[src/rtl/ngh_pkg.sv]
// Shared types and constants for the n-gram hash table.
// Holds table geometry, the hash multiplier, operation codes, FSM states
// and the command and status structs between controller and datapath.
package ngh_pkg;

  localparam int TABLE_SIZE = 4096;
  localparam int ADDR_W     = $clog2(TABLE_SIZE);
  localparam int CNT_W      = $clog2(TABLE_SIZE + 1);
  localparam int MAX_USED   = TABLE_SIZE * 9 / 10;

  localparam int KEY_W   = 64;
  localparam int VAL_W   = 32;
  localparam int SLOT_W  = KEY_W + VAL_W;
  localparam int LEN_W   = 5;

  localparam logic [KEY_W-1:0] MULT_CONST = 64'd6364136223846793005;
  localparam logic [LEN_W-1:0] LEN_RESET  = 5'd4;
  localparam logic [LEN_W-1:0] LEN_MIN    = 5'd1;
  localparam logic [LEN_W-1:0] LEN_MAX    = 5'd16;

  typedef enum logic [1:0] {
    OP_ADD   = 2'd0,
    OP_GET   = 2'd1,
    OP_CLEAR = 2'd2,
    OP_NONE  = 2'd3
  } op_e;

  typedef enum logic [3:0] {
    S_INIT_CLR,
    S_IDLE,
    S_MUL0,
    S_MUL1,
    S_MUL2,
    S_FOLD,
    S_DISPATCH,
    S_CLR_ADD,
    S_CLR_OP,
    S_PROBE_RD,
    S_PROBE_CMP
  } state_e;

  typedef struct packed {
    logic capture;
    logic mul_lo;
    logic mul_x1;
    logic mul_x2;
    logic fold;
    logic take_key;
    logic set_wr_flag;
    logic clr_begin;
    logic clr_write;
    logic probe_start;
    logic probe_rd;
    logic probe_next;
    logic ins_write;
    logic resp;
    logic resp_hit;
  } cmd_t;

  typedef struct packed {
    logic last;
    op_e  op;
    logic full;
    logic slot_empty;
    logic slot_match;
    logic clr_last;
  } status_t;

endpackage

[src/rtl/ngh_ctrl.sv]
// Controller FSM for the n-gram hash table.
// Sequences hashing, clearing passes and probing; depends on ngh_pkg.
module ngh_ctrl import ngh_pkg::*; (
  input  logic    clk_i,
  input  logic    rst_ni,
  input  logic    start,
  input  status_t status_i,
  output cmd_t    cmd_o,
  output logic    busy
);

  state_e state_q, state_d;

  always_ff @(posedge clk_i or negedge rst_ni) begin
    if (!rst_ni) begin
      state_q <= S_INIT_CLR;
    end else begin
      state_q <= state_d;
    end
  end

  always_comb begin
    state_d = state_q;
    cmd_o   = '0;
    case (state_q)
      S_INIT_CLR: begin
        cmd_o.clr_write = 1'b1;
        if (status_i.clr_last) begin
          state_d = S_IDLE;
        end
      end
      S_IDLE: begin
        if (start) begin
          cmd_o.capture = 1'b1;
          state_d = S_MUL0;
        end
      end
      S_MUL0: begin
        cmd_o.mul_lo = 1'b1;
        state_d = S_MUL1;
      end
      S_MUL1: begin
        cmd_o.mul_x1 = 1'b1;
        state_d = S_MUL2;
      end
      S_MUL2: begin
        cmd_o.mul_x2 = 1'b1;
        state_d = S_FOLD;
      end
      S_FOLD: begin
        cmd_o.fold = 1'b1;
        state_d = S_DISPATCH;
      end
      S_DISPATCH: begin
        if (!status_i.last) begin
          state_d = S_IDLE;
        end else begin
          cmd_o.take_key = 1'b1;
          case (status_i.op)
            OP_ADD: begin
              if (status_i.full) begin
                cmd_o.set_wr_flag = 1'b1;
                cmd_o.clr_begin = 1'b1;
                state_d = S_CLR_ADD;
              end else begin
                state_d = S_PROBE_RD;
              end
            end
            OP_GET: begin
              state_d = S_PROBE_RD;
            end
            OP_CLEAR: begin
              cmd_o.clr_begin = 1'b1;
              state_d = S_CLR_OP;
            end
            default: begin
              cmd_o.resp = 1'b1;
              state_d = S_IDLE;
            end
          endcase
        end
      end
      S_CLR_ADD: begin
        cmd_o.clr_write = 1'b1;
        if (status_i.clr_last) begin
          cmd_o.probe_start = 1'b1;
          state_d = S_PROBE_RD;
        end
      end
      S_CLR_OP: begin
        cmd_o.clr_write = 1'b1;
        if (status_i.clr_last) begin
          cmd_o.resp = 1'b1;
          state_d = S_IDLE;
        end
      end
      S_PROBE_RD: begin
        cmd_o.probe_rd = 1'b1;
        state_d = S_PROBE_CMP;
      end
      S_PROBE_CMP: begin
        if (status_i.op == OP_ADD) begin
          if (status_i.slot_empty || status_i.slot_match) begin
            cmd_o.ins_write = 1'b1;
            cmd_o.resp = 1'b1;
            state_d = S_IDLE;
          end else begin
            cmd_o.probe_next = 1'b1;
            state_d = S_PROBE_RD;
          end
        end else begin
          if (status_i.slot_match) begin
            cmd_o.resp = 1'b1;
            cmd_o.resp_hit = 1'b1;
            state_d = S_IDLE;
          end else if (status_i.slot_empty) begin
            cmd_o.resp = 1'b1;
            state_d = S_IDLE;
          end else begin
            cmd_o.probe_next = 1'b1;
            state_d = S_PROBE_RD;
          end
        end
      end
      default: begin
        state_d = S_IDLE;
      end
    endcase
  end

  assign busy = (state_q != S_IDLE);

endmodule

[config.mk]
export PLATFORM = sky130hd
export DESIGN_NAME = ngh_ctrl
export DESIGN_NICKNAME = d
export VERILOG_FILES = /design/src/rtl/ngh_pkg.sv /design/src/rtl/ngh_ctrl.sv
export SDC_FILE = /design/constraint.sdc
export NUM_CORES = 1
export LEC_CHECK = 0
export ABC_AREA = 1
export ABC_CLOCK_PERIOD_IN_PS = 1900
export BUFFER_PORTS_ARGS = -buffer_cell sky130_fd_sc_hd__buf_2
export CAP_MARGIN = 20
export CORE_AREA = 5 5 42 44
export DETAILED_ROUTE_END_ITERATION = 10
export DIE_AREA = 0 0 47 49
export PLACE_DENSITY = 0.72
export SLEW_MARGIN = 20
export SYNTH_ARGS = -nofsm -noshare
export SYNTH_HDL_FRONTEND = slang
export SYNTH_SLANG_ARGS = --single-unit
[constraint.sdc]
create_clock -name clk_i -period 1.9 [get_ports clk_i]
set_clock_uncertainty 0.05 [all_clocks]
set_input_delay 0.095 -clock clk_i [delete_from_list [all_inputs] [get_ports clk_i]]
set_output_delay 0.095 -clock clk_i [all_outputs]
set_load 0.02 [all_outputs]
======== Word-level counts from Yosys, hierarchy flattened ========
Index checks and enable logic that the tools add are counted.
word-level totals
  output and inout bits ................... 16
  latch bits .............................. 0
  logic and storage cells ................. 66
  bits in read-only memories .............. 0
  memory bits (writable) .................. 0
  memories kept ........................... 0
  bits in registers ....................... 4
cells by class
  $mul .................................... 0
  multiplexer cells ....................... 42
  divide/modulo/power cells ............... 0
  shift-type cells ........................ 0
  eq/ne operators ......................... 16
  $add $sub $neg .......................... 0
  reductions and logical operators ........ 7
  order comparisons ....................... 0
  bitwise logic cells ..................... 0
operators by type and width
  operator                                                number
  case mux 4 bit (10 select lines)                        1
  two-way mux 4 bit                                       9
  two-way mux 1 bit                                       24
  equality test 4 x 3 -> 1 bit (second input constant)    4
  equality test 4 bit (second input constant)             3
  case mux 4 bit (3 select lines)                         1
  equality test 4 x 2 -> 1 bit (second input constant)    2
  two-way mux 2 bit                                       3
  two-way mux 3 bit                                       2
  OR reduction 3 bit                                      2
  equality test 4 x 1 -> 1 bit (second input constant)    1
  zero test 4 bit                                         1
  inequality test 2 bit (second input constant)           2
  inequality test 4 x 1 -> 1 bit (second input constant)  1
  case mux 1 bit (3 select lines)                         1
  AND reduction 3 bit                                     1
  equality test 2 x 1 -> 1 bit (second input constant)    1
  equality test 2 bit (second input constant)             1
  zero test 2 bit                                         1
  inequality test 2 x 1 -> 1 bit (second input constant)  1
  case mux 1 bit (2 select lines)                         1
  OR reduction 2 bit                                      1
  logical OR 1 bit                                        1

======== Longest topological paths before layout ========
  depth in word-level cells ............... 5
  depth in mapped cells ................... 8

======== Worst setup path after synthesis ========
Ideal clock, no wire load.
  path kind ............................... reg-to-output
  from .................................... reg state_q[3]
  to ...................................... out cmd_o[0] in the netlist's numbering
  arrival ................................. 1237 ps
  required time ........................... 1755 ps
  setup slack ............................. 518 ps
  cell stages (with the launch flop) ...... 5
  cells stage by stage .................... dfrtp_1 > inv_1 > nor2_2 > nand2_2 > nor3b_1
RTL lines
  item                    line            text
  from (decl)             ngh_ctrl.sv:12  state_e state_q, state_d;
  from (signal assigned)  ngh_ctrl.sv:18  state_q <= state_d;
  to (decl)               ngh_ctrl.sv:8   output cmd_t cmd_o,

==> results <==
- For this configuration, the core starts out at a cell density of approximately two fifths.
- Dividing the final minimum period by the clock period gives 85.7%.
- In the post-route analysis, the smallest setup slack over all paths is 0.271 ns.
- The number of maximum-capacitance violations is 0.
- The region available for standard cell placement spans 1400 um^2.
- In this run the count of I/O pins placed on the die edge is 26.
- The placed wire-length estimate is 1230 um.
- The first global-routing pass estimated 2230 um of wire.
- The biggest fanout along the worst timing path is 5.
- For the worst setup path, the data required time is 1.75 ns.
- Counting every instance in the synthesized netlist gives 94.
- The congestion estimate from routability-driven global placement came to 0.813.
- By instance count, the leading cell after synthesis is sky130_fd_sc_hd__nand2_1.
- The max-slew violation count is 0.
- The largest buffer count on any clock path is 2.
- Setup violations remaining at the end of the flow were counted as 0.
- 0 antenna diodes ended up in the layout.
- The length of the first detailed-routing pass in iterations is 4.
- The number of buffers added on ports is 25.
- Ranked by instance count, the synthesized netlist is headed by 29 x sky130_fd_sc_hd__nand2_1, 13 x sky130_fd_sc_hd__nor2_1, 12 x sky130_fd_sc_hd__inv_1.
- The worst hold-check slack is 0.0985 ns.
- The deepest level of the CTS H-tree is 1.
- Post-CTS repair changed the size of 0 cells.
- The largest registers in the layout are state_q (4).
- Power spread over the standard cell area amounts to 1310 nW/um^2.
- CTS saw 4 sinks.
- The highest clock rate is 614 MHz.
- The endpoint arrival time on the critical path is 1.48 ns.
- The worst slack at placement is 0.522 ns.
- The run finished with clean final reports.
- The via count of the first global-routing pass is 584.
- Using the TritonRoute via totals, the vias-per-cell ratio works out to between 4 and 5.
- After detailed placement, the total cell area comes to between 700 and 800 um^2.
- Headroom to the max-slew limit came out at 83.5%.
- The critical path class is register to primary output.
- The share of Yosys cell area claimed by the top area cell type is between 10% and 20%.
- The largest register by flop count is state_q.
- The die footprint is 2300 um^2.
- The library cell with the largest summed area after synthesis is sky130_fd_sc_hd__nand2_1.
- In the global route stage, overall resource usage came out at 12.7%.
- The portion of total power attributed to sequential cells is 20.2%.
- In the final layout, the share of cells above drive strength 1 is 36.6%.
- The clock tree from TritonCTS is built.
- For the pin with the worst max-slew slack, the measured transition is 0.248 ns.
- The initial antenna violation count came to 0.
- The power share of the combinational group is 69.3%.
- The completed layout was analyzed and its total power is 0.000974 W.
- The count of flip-flops with a built-in enable after synthesis is 0.
- Entering global routing, the biggest net connects 8 pins.
- The fraction of the yosys area taken by sequential cells is ~18%.
- The per-instance average area after synthesis is 6.03 um^2.
- For this block, the initial DRC count from the detailed router was 15.
- In the synthesized netlist the dominant register cell turns out to be sky130_fd_sc_hd__dfrtp_1.
- The number of flip-flops in the largest register is 4.
- In this run the power spent charging and discharging nets is 0.000556 W.
- The standard-cell row count is 14.
- The portion of total power attributed to the clock network is about a tenth.
- The cell area after synthesis is between 500 and 600 um^2.
- The post-route standard cell area excluding fillers is approximately 740 um^2.
- After detailed routing, the total wire length is 1390 um.
- The number of fillers in the final layout is 157.
- The area of all sequential standard cells is 100 um^2.
- The internal cell power is 0.000418 W.
- The die is 49 um tall.
- Setup repair after global routing left no endpoint under its margin.
- The path class of the tightest hold or removal check is input pin to register.
- The clock transition time at the flip-flop clock pins of the worst setup and hold paths is 0.04 ns.
- The cell sitting at the root of the clock tree is a sky130_fd_sc_hd__clkbuf_4.
- Across the VDD grid, the largest voltage drop is 0.888 mV.
- In this run, CTS created clock tree buffers numbering 3.
- The detailed-route via count is 630.
- In the final layout, the multi-input gates occupy 407 um^2.
- Global routing finished with a remaining overflow of 0.
- The share of total power consumed by net switching is 57.1%.
- The Yosys step of the flow raised 0 warnings.
- After synthesis, the cell types taking the most area are sky130_fd_sc_hd__nand2_1 19%, sky130_fd_sc_hd__dfrtp_1 18%, sky130_fd_sc_hd__ha_1 11%.
- The count of nets left with antenna violations after detail routing is 0.
- The total leakage power is approximately 0.48 nW.
- The fraction of registers with async set or reset after synthesis is 100%.
- In this run, distinct cell masters in the synthesized netlist total 18.
- For this run, design rule violations remaining after detail routing come to 0.
- The final hold violation count is 0.
- The worst setup path is captured at a primary output.
- The post-synthesis sequential element count is 4.
- The total nets after synthesis is around 110.
- The insertion delay to the later sink of the worst-skew pair is 0.23 ns.
- The final setup TNS is 0 ns.
- The die outline width is 47 um.
- The post-layout net count is 140.
- The synthesis-to-layout area growth is 31.3%.
- The sort of element at the start of the critical path is a register.
- The routed wire length per instance is 10.0 um.
- The final critical-path required period is around 1.6 ns.
==> power by group through the flow <==
stage / Combinational, W / Clock [W] / Sequential (W)
finish: 0.000675 / 0.000103 / 0.000196
detailed placement: 0.000675 / 0 / 0.000196
global route: 0.000758 / 0.000113 / 0.000202
CTS: 0.000680 / 0.000108 / 0.000195
floorplan: 0.000515 / 0 / 0.000182
global placement: 0.000668 / 0 / 0.000193
==> area by class of cell <==
class / count / area share [%]
clock buffers: 3 / 3.03
well taps: 16 / 2.69
flip-flops and latches: 4 / 13.4
multi-input cells: 74 / 54.6
repair buffers: 26 / 18.2
inverters: 16 / 8.07
==> critical path, stage by stage, from the launching register on <==
cell	delay (ns)
sky130_fd_sc_hd__dfrtp_1	0.42
sky130_fd_sc_hd__inv_1	0.13
sky130_fd_sc_hd__nand2_1	0.14
sky130_fd_sc_hd__nor3_4	0.25
sky130_fd_sc_hd__nand2_1	0.08
sky130_fd_sc_hd__nand3_1	0.07
sky130_fd_sc_hd__buf_2	0.16
==> worst paths after layout <==
check                                          to  cells after the start              startpoint  slack [ns]
setup / recovery                         cmd_o[1]                      6  state_q[3]$_DFFE_PN0P_        0.27
hold / removal             state_q[0]$_DFFE_PN0P_                      4                   start         0.1
setup reg to reg           state_q[1]$_DFFE_PN0P_                      7  state_q[3]$_DFFE_PN0P_        0.58
hold reg to reg            state_q[3]$_DFFE_PN0P_                      2  state_q[3]$_DFFE_PN0P_        0.55
max in group asynchronous  state_q[1]$_DFFE_PN0P_                      2                  rst_ni        1.54
min in group asynchronous  state_q[0]$_DFFE_PN0P_                      2                  rst_ni        0.14
==> what timing repair did <==
item	in CTS	in global routing
hold endpoints to repair	4	0
hold buffers	1	0
buffers inserted	0	0
==> cells in the final DEF (no fill, tap or decap), drive strengths merged <==
master and instances:
nor2 19, or2 1, nor3b 1, a21oi 2
nand4 2, inv 16, buf 25, nand2 33
o21ai 3, clkbuf 3, dfrtp 4, ha 5
dlygate4sd3 1, nand3 7, nor3 1
==> per-layer routing <==
metal | track usage [%] | wire length (um) | up-vias
li1 | - | - | 348
met2 | 20.1 | 700 | 14
met3 | 1.48 | 55 | 2
met4 | 6.91 | 17 | 0
met5 | 0 | 0 | -
met1 | 16.0 | 619 | 266
==> metrics by stage <==
stage               instances  util (%)
floorplan                  94         -
global placement          135      50.8
detailed placement        135      50.8
CTS                       139      53.1
global route              139      53.1
finish                    139      53.1
==> kinds of logic after synthesis <==
kind of cell	count (synthesis)	share of synthesized area [%]
buffers and inverters	16	10.6
adders and majority gates	5	11.0
AOI/OAI and AO/OA	5	6.40
DFF	4	17.7
and+or+nand+nor	64	54.3
(Power assumes the default switching activity.)
